## src/record_queue_search_sort_defines.svh

```systemverilog
// Assertion macros shared by the record queue RTL.
// Depends on a clock named clk and a reset named rst in the using module.
`ifndef RECORD_QUEUE_SEARCH_SORT_DEFINES_SVH
`define RECORD_QUEUE_SEARCH_SORT_DEFINES_SVH

// Condition implies consequence in the same cycle.
`define RQSS_ASSERT_NOW(label, ante, cons, msg) \
  label: assert property (@(posedge clk) disable iff (rst) (ante) |-> (cons)) \
    else $error(msg);

// Condition implies consequence in the following cycle.
`define RQSS_ASSERT_NEXT(label, ante, cons, msg) \
  label: assert property (@(posedge clk) disable iff (rst) (ante) |=> (cons)) \
    else $error(msg);

`endif

```

## src/rqss_pkg.sv

```systemverilog
// Shared types and constants of the record queue.
// No dependencies.
package rqss_pkg;

  localparam int DEPTH = 32;
  localparam int IDX_W = $clog2(DEPTH);
  localparam logic [15:0] FIRST_ID = 16'd1001;

  localparam logic [2:0] FN_PLACE  = 3'd0;
  localparam logic [2:0] FN_SERVE  = 3'd1;
  localparam logic [2:0] FN_LIST   = 3'd2;
  localparam logic [2:0] FN_SEARCH = 3'd3;
  localparam logic [2:0] FN_SORT   = 3'd4;

  localparam logic [1:0] ST_OK       = 2'd0;
  localparam logic [1:0] ST_FULL     = 2'd1;
  localparam logic [1:0] ST_EMPTY    = 2'd2;
  localparam logic [1:0] ST_NOTFOUND = 2'd3;

  typedef struct packed {
    logic [15:0] id;
    logic [15:0] customer;
    logic [15:0] item;
    logic [19:0] price;
  } rec_t;

  // Ring control from the sequencer to the chain of cells.
  typedef struct packed {
    logic shift;
    logic wr;
    rec_t wr_rec;
  } ring_ctl_t;

endpackage

```

## src/record_queue_search_sort.sv

```systemverilog
// Record queue with search and exchange sort, built as a rotating ring of cells.
// Depends on rqss_pkg, rqss_cell and rqss_ctrl.
//
//  channel | direction | tdata                                   | tuser      | tlast
//  s       | in        | customer, item, price_cents, search_key | func       | -
//  m       | out       | id, customer, item, price               | status     | last
//
// The record ring turns by one cell a cycle unless stalled, and only cell 0 is looked
// at, so place and serve wait for their slot to come round; display waits for the first
// record and then gives the records as they come round; search waits for the head and
// then compares records in turn; sort waits for the head and, for each pending slot,
// stores there the minimum of the slots left. One item is worked at a time.
// Reset clears the pointers and sets the ID counter to 1001; cell contents are not cleared.
// A stalled result stops the ring until it is taken.
module record_queue_search_sort (
  input  logic        clk,
  input  logic        rst,
  input  logic        s_tvalid,
  output logic        s_tready,
  // customer_tag[15:0], item_tag[31:16], price_cents[51:32], search_key[67:52]
  input  logic [71:0] s_tdata,
  // func[2:0]
  input  logic [2:0]  s_tuser,
  output logic        m_tvalid,
  input  logic        m_tready,
  // record_id[15:0], record_customer[31:16], record_item[47:32], record_price[67:48]
  output logic [71:0] m_tdata,
  // status[1:0]
  output logic [1:0]  m_tuser,
  output logic        m_tlast
);

  localparam int D = rqss_pkg::DEPTH;

  rqss_pkg::rec_t      cells [D];
  rqss_pkg::rec_t      nbrs  [D];
  rqss_pkg::ring_ctl_t ctl;
  rqss_pkg::rec_t      in_rec;
  rqss_pkg::rec_t      out_rec;

  // Unpack the input beat.
  assign in_rec = '{id: 16'd0, customer: s_tdata[15:0], item: s_tdata[31:16],
                    price: s_tdata[51:32]};

  // Chain of cells; the last cell takes cell 0 back, or a written record.
  genvar k;
  generate
    for (k = 0; k < D; k++) begin : g_cell
      if (k == D - 1) begin : g_tail
        assign nbrs[k] = ctl.wr ? ctl.wr_rec : cells[0];
      end else begin : g_body
        assign nbrs[k] = cells[k + 1];
      end
      rqss_cell u_cell (
        .clk   (clk),
        .shift (ctl.shift),
        .nbr   (nbrs[k]),
        .rec   (cells[k])
      );
    end
  endgenerate

  rqss_ctrl u_ctrl (
    .clk        (clk),
    .rst        (rst),
    .s_tvalid   (s_tvalid),
    .s_tready   (s_tready),
    .func       (s_tuser),
    .in_rec     (in_rec),
    .key_in     (s_tdata[67:52]),
    .cell0      (cells[0]),
    .ctl        (ctl),
    .m_tvalid   (m_tvalid),
    .m_tready   (m_tready),
    .out_rec    (out_rec),
    .out_status (m_tuser),
    .out_last   (m_tlast)
  );

  // Pack the output beat.
  assign m_tdata = {4'd0, out_rec.price, out_rec.item, out_rec.customer, out_rec.id};

endmodule

```

## src/rqss_cell.sv

```systemverilog
// One storage cell of the record ring.
// Depends on rqss_pkg.
module rqss_cell (
  input  logic          clk,
  input  logic          shift,
  input  rqss_pkg::rec_t nbr,
  output rqss_pkg::rec_t rec
);

  // Take the neighbour's record whenever the ring turns.
  always_ff @(posedge clk) begin
    if (shift) begin
      rec <= nbr;
    end
  end

endmodule

```

## src/rqss_ctrl.sv

```systemverilog
// Sequencer of the record queue: pointers, operations and output register.
// Depends on rqss_pkg and the assertion macro header.
`include "record_queue_search_sort_defines.svh"
module rqss_ctrl (
  input  logic                 clk,
  input  logic                 rst,
  input  logic                 s_tvalid,
  output logic                 s_tready,
  input  logic [2:0]           func,
  input  rqss_pkg::rec_t       in_rec,
  input  logic [15:0]          key_in,
  input  rqss_pkg::rec_t       cell0,
  output rqss_pkg::ring_ctl_t  ctl,
  output logic                 m_tvalid,
  input  logic                 m_tready,
  output rqss_pkg::rec_t       out_rec,
  output logic [1:0]           out_status,
  output logic                 out_last
);

  localparam logic [2:0] S_IDLE   = 3'd0;
  localparam logic [2:0] S_PLACE  = 3'd1;
  localparam logic [2:0] S_SERVE  = 3'd2;
  localparam logic [2:0] S_LIST   = 3'd3;
  localparam logic [2:0] S_SEARCH = 3'd4;
  localparam logic [2:0] S_SORTLD = 3'd5;
  localparam logic [2:0] S_SORTSC = 3'd6;
  localparam logic [2:0] S_SORTST = 3'd7;
  localparam int IW = rqss_pkg::IDX_W;

  logic [2:0]      state;
  logic            report;
  logic [1:0]      rep_status;
  logic            started;
  logic [IW:0]     head;
  logic [IW-1:0]   tail;
  logic [15:0]     next_id;
  logic [IW-1:0]   ptr;
  logic [IW:0]     idx;
  logic [IW-1:0]   ii;
  logic [15:0]     key;
  rqss_pkg::rec_t  hold;
  logic            out_free;
  logic            out_load;
  logic            hit;
  logic            empty;
  logic            full;
  logic            accept;

  assign out_free = !m_tvalid || m_tready;
  assign hit      = ({1'b0, ptr} == idx);
  assign empty    = !started || (head > {1'b0, tail});
  assign full     = started && (tail == IW'(rqss_pkg::DEPTH - 1));
  assign s_tready = (state == S_IDLE) && !report;
  assign accept   = s_tvalid && s_tready;

  // A new result beat is loaded into the output register this cycle.
  assign out_load = report ? out_free :
                    (hit && out_free &&
                     ((state inside {S_PLACE, S_SERVE, S_LIST}) ||
                      ((state == S_SEARCH) && (cell0.id == key))));

  // Ring turn and write decisions.
  always_comb begin
    ctl.shift  = 1'b0;
    ctl.wr     = 1'b0;
    ctl.wr_rec = hold;
    case (state)
      S_PLACE: begin
        ctl.shift = !hit || out_free;
        ctl.wr    = hit && out_free;
      end
      S_SERVE: begin
        ctl.shift = !hit;
      end
      S_LIST: begin
        ctl.shift = !hit || (out_free && (idx != {1'b0, tail}));
      end
      S_SEARCH: begin
        ctl.shift = !hit || ((cell0.id != key) && (idx != {1'b0, tail}));
      end
      S_SORTLD: begin
        ctl.shift = 1'b1;
      end
      S_SORTSC: begin
        ctl.shift = (idx <= {1'b0, tail});
        ctl.wr    = hit && (idx <= {1'b0, tail}) && (hold.price > cell0.price);
      end
      S_SORTST: begin
        ctl.shift = 1'b1;
        ctl.wr    = hit;
      end
      default: begin
        ctl.shift = 1'b0;
      end
    endcase
  end

  // Sequencer and output register.
  always_ff @(posedge clk) begin
    if (rst) begin
      state    <= S_IDLE;
      report   <= 1'b0;
      started  <= 1'b0;
      head     <= '0;
      tail     <= '0;
      next_id  <= rqss_pkg::FIRST_ID;
      ptr      <= '0;
      m_tvalid <= 1'b0;
    end else begin
      m_tvalid <= out_load || (m_tvalid && !m_tready);
      if (ctl.shift) begin
        ptr <= ptr + 1'b1;
      end
      if (report) begin
        if (out_free) begin
          out_rec    <= '0;
          out_status <= rep_status;
          out_last   <= 1'b1;
          report     <= 1'b0;
        end
      end else begin
        case (state)
          S_IDLE: begin
            if (accept) begin
              case (func)
                rqss_pkg::FN_PLACE: begin
                  if (full) begin
                    report     <= 1'b1;
                    rep_status <= rqss_pkg::ST_FULL;
                  end else begin
                    hold    <= '{id: next_id, customer: in_rec.customer,
                                 item: in_rec.item, price: in_rec.price};
                    next_id <= next_id + 16'd1;
                    started <= 1'b1;
                    if (started) begin
                      tail <= tail + 1'b1;
                      idx  <= {1'b0, tail} + 1'b1;
                    end else begin
                      tail <= '0;
                      head <= '0;
                      idx  <= '0;
                    end
                    state <= S_PLACE;
                  end
                end
                rqss_pkg::FN_SERVE, rqss_pkg::FN_LIST, rqss_pkg::FN_SORT: begin
                  if (empty) begin
                    report     <= 1'b1;
                    rep_status <= rqss_pkg::ST_EMPTY;
                  end else begin
                    idx <= head;
                    ii  <= head[IW-1:0];
                    if (func == rqss_pkg::FN_SERVE) begin
                      state <= S_SERVE;
                    end else if (func == rqss_pkg::FN_LIST) begin
                      state <= S_LIST;
                    end else begin
                      state <= S_SORTLD;
                    end
                  end
                end
                rqss_pkg::FN_SEARCH: begin
                  if (empty) begin
                    report     <= 1'b1;
                    rep_status <= rqss_pkg::ST_NOTFOUND;
                  end else begin
                    idx   <= head;
                    key   <= key_in;
                    state <= S_SEARCH;
                  end
                end
                default: begin
                  state <= S_IDLE;
                end
              endcase
            end
          end
          S_PLACE: begin
            if (hit && out_free) begin
              out_rec    <= hold;
              out_status <= rqss_pkg::ST_OK;
              out_last   <= 1'b1;
              state      <= S_IDLE;
            end
          end
          S_SERVE: begin
            if (hit && out_free) begin
              out_rec    <= cell0;
              out_status <= rqss_pkg::ST_OK;
              out_last   <= 1'b1;
              head       <= head + 1'b1;
              state      <= S_IDLE;
            end
          end
          S_LIST: begin
            if (hit && out_free) begin
              out_rec    <= cell0;
              out_status <= rqss_pkg::ST_OK;
              out_last   <= (idx == {1'b0, tail});
              idx        <= idx + 1'b1;
              if (idx == {1'b0, tail}) begin
                state <= S_IDLE;
              end
            end
          end
          S_SEARCH: begin
            if (hit) begin
              if (cell0.id == key) begin
                if (out_free) begin
                  out_rec    <= cell0;
                  out_status <= rqss_pkg::ST_OK;
                  out_last   <= 1'b1;
                  state      <= S_IDLE;
                end
              end else if (idx == {1'b0, tail}) begin
                report     <= 1'b1;
                rep_status <= rqss_pkg::ST_NOTFOUND;
                state      <= S_IDLE;
              end else begin
                idx <= idx + 1'b1;
              end
            end
          end
          S_SORTLD: begin
            // Wait for slot i to come round, then hold it as the running minimum.
            if (hit) begin
              hold  <= cell0;
              idx   <= idx + 1'b1;
              state <= S_SORTSC;
            end
          end
          S_SORTSC: begin
            if (idx > {1'b0, tail}) begin
              idx   <= {1'b0, ii};
              state <= S_SORTST;
            end else begin
              if (hold.price > cell0.price) begin
                hold <= cell0;
              end
              idx <= idx + 1'b1;
            end
          end
          S_SORTST: begin
            if (hit) begin
              if (ii == tail) begin
                report     <= 1'b1;
                rep_status <= rqss_pkg::ST_OK;
                state      <= S_IDLE;
              end else begin
                ii    <= ii + 1'b1;
                idx   <= {1'b0, ii} + 1'b1;
                state <= S_SORTLD;
              end
            end
          end
          default: begin
            state <= S_IDLE;
          end
        endcase
      end
    end
  end

  // The sort scan relies on the ring standing on the slot being compared.
  `RQSS_ASSERT_NOW(a_sort_aligned, (state == S_SORTSC) && (idx <= {1'b0, tail}), hit, "sort scan off slot")
  `RQSS_ASSERT_NOW(a_head_bound, started, head <= {1'b0, tail} + 1'b1, "head beyond tail")
  `RQSS_ASSERT_NOW(a_head_idle, !started, head == '0, "head moved before place")
  `RQSS_ASSERT_NEXT(a_place_start, accept && func == rqss_pkg::FN_PLACE, started,
                    "place did not start queue")

endmodule
```

## config.mk

```make
export PLATFORM = sky130hd
export DESIGN_NAME = record_queue_search_sort
export DESIGN_NICKNAME = d
export VERILOG_FILES = /design/src/rqss_pkg.sv /design/src/record_queue_search_sort.sv /design/src/rqss_cell.sv /design/src/rqss_ctrl.sv
export VERILOG_INCLUDE_DIRS = /design/src /design/src/src
export SDC_FILE = /design/constraint.sdc
export NUM_CORES = 2
export LEC_CHECK = 0
export CAP_MARGIN = 20
export CORE_MARGIN = 1.5
export CORE_UTILIZATION = 55
export CTS_CLUSTER_SIZE = 25
export DETAILED_ROUTE_END_ITERATION = 12
export DONT_BUFFER_PORTS = 1
export PLACE_DENSITY = 0.67
export SLEW_MARGIN = 20
export SYNTH_ARGS = -nofsm -noshare
export SYNTH_HDL_FRONTEND = slang
export SYNTH_SLANG_ARGS = --single-unit
```

## constraint.sdc

```tcl
create_clock -name clk -period 134.7 [get_ports clk]
set_input_delay 26.94 -clock clk [delete_from_list [all_inputs] [get_ports clk]]
set_output_delay 26.94 -clock clk [all_outputs]
set_load 0.02 [all_outputs]
```

Yosys cells after proc, flatten, opt, wreduce, memory -nomap -nowiden
Cells that the tools add are included.
{ "classes": {"bitwise": 4, "eq_ne": 57, "n_mux": 101, "add_sub_neg": 8, "n_reduce_logical": 51, "n_lt_le_gt_ge": 4} }
{ "ops": {"columns": ["op", "count"], "rows": [
  ["$mux W68", 14],
  ["$pmux W68 S3", 2],
  ["$mux W6", 17],
  ["$mux W3", 16],
  ["$pmux W6 S6", 1],
  ["$mux W2", 15],
  ["$mux W5", 6],
  ["$ne A2 B2 Y1 const B", 13],
  ["$pmux W6 S2", 2],
  ["$ne A3 B2 Y1 const B", 7],
  ["$pmux W3 S7", 1],
  ["$gt A20 B20 Y1", 1],
  ["$ne A2 B1 Y1 const B", 9],
  ["$mux W1", 17],
  ["$add A16 B1 Y16 const B", 1],
  ["$eq A16 B16 Y1", 1],
  ["$ne A16 B16 Y1", 1],
  ["$reduce_and A8 Y1", 2],
  ["$add A5 B1 Y5 const B", 3],
  ["$eq A3 B3 Y1 const B", 5],
  ["$ne A3 B3 Y1 const B", 5],
  ["$reduce_and A14 Y1", 1],
  ["$reduce_and A7 Y1", 2],
  ["$reduce_and A13 Y1", 1],
  ["other kinds (36)", 82]
]} }
{ "word_totals": {"input_bits": 79, "output_inout_bits": 77, "register_bits": 2382} }

Logic depth before layout (Yosys ltp)
{ "logic_depth": {"depth_word": 7, "mapped_depth": 11, "depth_no_buf": 10} }

Hierarchy
A second synthesis with hierarchy kept.
{ "unflattened": {"cells_unflattened": 3276, "hier_area_um2": 76897.5} }
{ "modules_own_cells": {"columns": ["mod", "cells_each", "n_inst", "area_each_um2", "seq_area_each_um2"], "rows": [
  ["rqss_cell", 68, 32, 2042.0, 2042.0],
  ["rqss_ctrl", 1019, 1, 10607.7, 5805.6],
  ["record_queue_search_sort", 81, 1, 947.2, 0.0]
]} }

Worst setup path before layout
OpenSTA, ideal clock, no wires.
{ "synth_timing": {"path_kind": "input-to-reg", "from": "input m_tready", "to": "register u_ctrl.ptr[3]", "t_arrival_ns": 87.143, "path_slack_ns": 47.393, "cell_stages": 6, "cell_sequence": "nor2b_1 > nor2_1 > a32oi_1 > o22ai_2 > nand4_1 > mux2_1"} }
{ "synth_lines": {"columns": ["item", "line_no", "rtl"], "rows": [
  ["start, declared", "record_queue_search_sort.sv:25", "input logic m_tready,"],
  ["end signal, assigned", "rqss_ctrl.sv:113", "ptr <= ptr + 1'b1;"],
  ["end, declared", "rqss_ctrl.sv:38", "logic [IW-1:0] ptr;"]
]} }

==> out/results.ini <==
[yosys]
synth-adder-area-share=0.00617
async_flop_share=0
synth_flop_cell=edfxtp_1
synth.avg_cell_area_um2=23.4
synth.cell_area_mm2=0.0768
ys_seq_area_frac=0.926
synthMuxAreaShare=0.0181
ys_types=68
synth-seq-cells=2382
synth_top_area_frac=0.916
synth_top_area_cell=edfxtp_1
synth.top_cells.by_area=edfxtp_1, mux2_2, nand2_1
synth_top_family_by_area=simple AND/OR/NAND/NOR gates
synthXorXnorAreaFrac=0.00570
synth_cells=3280
synth_compound_area_frac=0.0151
synth-simple-area-share=0.0232
synth-edff-count=2344
yosysWarnings=0

[final_layout]
final_cell_mix=edfxtp_1, nand2_1, clkbuf_16
drive_gt1_frac=0.123
layout.nets=3590
final_common_cell=edfxtp_1
area_growth_pct=12.3

[timing]
finalCritPeriodShare=0.237
slew_headroom=0.290
finClkSkew_ns=0.0449
hold_viol_final=0
whs_ns=0.390
fin_tns_setup_ns=0
fmax_mhz=31.3
timing.final.max_slew_violations=0
rsz0062_at_grt=false
tightestPinTransition_ns=1.06
layout_setup_ws_ns=102.72
period_needed_ns=31.98
setup_viol=0

[detailed_routing]
drcViolationCount=0
num_vias=28900
wl_per_cell_um=19.8
drtPass1Iterations=6
routed_wl_um=109000
drt_iter0_markers=2855
viasPerCell=5.23
ant_nets=0

[place]
port_buffers=0
dpl_worst_slack_ns=101.41
gp_congestion=0.785
hpwl_um=58300

[clock_tree]
postCtsHoldBufs=0
cts_tree=yes
cts.path.max_buffers=3
cts_setup_buffers=0
cts-buffers-inserted=219
h-tree-depth=4
cts_resized=0
path_clk_slew_ns=0.06
insertion_delay_ns=0.82
cts.sinks=2382
cts-root-buf=clkbuf_16

[hold_path]
worstHoldStart=g_cell[14].u_cell.rec[65]
hp-class=flop to flop

[die]
die_h_um=377
io_pins=156
die_x_um=377
rows=136
dieArea_mm2=0.142
coreArea_mm2=0.138
initial_core_util=0.557

[critical_path]
critPathKind=input port to flop
setup.worst_path.start=m_tready
required_ns=135.18
worstPathMaxFanout=193
r2r_start=u_ctrl.state[2]
startpoint_type=input port
arrival_ns=32.47
end_kind=flop

[grt]
grt-ovfl-total=0
grt_pass1_wl_um=168000
first_global_vias=27900
antenna_found_initial=10
grt_max_degree=203
track_usage=0.157

[power]
p_per_area_mw_per_mm2=24.5
ir_drop_mv=0.0253
p_total_uw=2110
leakagePower_uw=0.0281

[status]
status=completed

[flow_run]
maxCapViolations=0

[layout make-up]
type	count	area, um^2
Sequential cell	2382	71200
Fill cell	9197	51700
Clock buffer	275	5740
Multi-Input combinational cell	805	5330
Tap cell	1863	2330
Clock inverter	121	1250
Timing Repair Buffer	35	348
Inverter	31	116
Antenna cell	4	10.0
[state kept, by name (all words and copies together), names as in the netlist]
| signal | flops |
|---|---|
| u_ctrl.ii | 5 |
| u_ctrl.out_rec | 68 |
| u_ctrl.m_tvalid | 1 |
| u_ctrl.state | 3 |
| u_ctrl.out_status | 2 |
| u_ctrl.idx | 6 |
| u_ctrl.key | 16 |
| u_ctrl.rep_status | 2 |
| u_ctrl.ctl | 68 |
| u_ctrl.out_last | 1 |
| u_ctrl.ptr | 5 |
| u_ctrl.next_id | 16 |
| g_cell.u_cell.rec | 2176 |
| u_ctrl.head | 6 |
| u_ctrl.started | 1 |
| u_ctrl.tail | 5 |
| u_ctrl.report | 1 |
[logic make-up after synthesis]
kind of cell,Yosys count
xor gates and xnor gates,50
muxes,124
buffers and inverters,96
AOI/OAI and AO/OA,203
adders and majority gates,38
DFF,2382
other,1
and+or+nand+nor,386
[critical path, cell delays in order]
cell,delay (ns)
nor2b_1,0.12
nor2_1,0.17
a32oi_1,0.17
o22ai_4,0.70
buf_4,0.80
buf_4,0.89
buf_12,0.57
buf_12,0.64
buf_4,0.59
buf_12,0.32
[power by group]
group / switching (uW) / internal [uW] / leakage, uW
clock: 259 / 337 / 0.00341
combinational: 159 / 23.7 / 0.00251
sequential: 89.4 / 1240 / 0.0222
total: 508 / 1610 / 0.0281
[metrics by stage]
step                      utilization  area (um^2)  cells
final                           0.625        86300   5516
after global routing            0.625        86300   5512
after CTS                       0.625        86200   5511
after detailed placement        0.574        79200   5115
after global placement          0.574        79200   5115
after floorplan                     -        76800   3283
[layer usage]
metal  wire (um)  part of all wire  up-vias  global-route usage
met1       55000              0.50    14800               0.263
met3        5540             0.051      203              0.0333
met4        2480             0.023        0              0.0481
li1            -                 -    13300                   -
met5           0                 0        -                   0
met2       46500              0.42      594               0.207
[synth_stat cells, types with 6 or more instances]
library cell	number
and2_1	9
dfxtp_1	38
nor2b_1	12
nor4_1	6
a21oi_1	105
or3_1	6
nor3_1	8
xnor2_1	12
inv_1	29
mux2_2	90
xor2_1	38
and3_1	10
buf_4	10
edfxtp_1	2344
nor2_1	46
buf_2	8
nand4_1	11
a31oi_1	7
nand3_1	29
mux2_1	31
o21ai_0	51
ha_1	37
nand2_1	221
clkbuf_1	44
[path summary, 6_finish.rpt]
kind	to	slack, ns	cells after the start
max	g_cell[18].u_cell.rec[45]	102.72	10
min	g_cell[13].u_cell.rec[65]	0.39	0
max reg2reg	g_cell[18].u_cell.rec[45]	127.47	11
min reg2reg	g_cell[13].u_cell.rec[65]	0.39	0
Note: power is estimated with default switching activity, not from simulation.
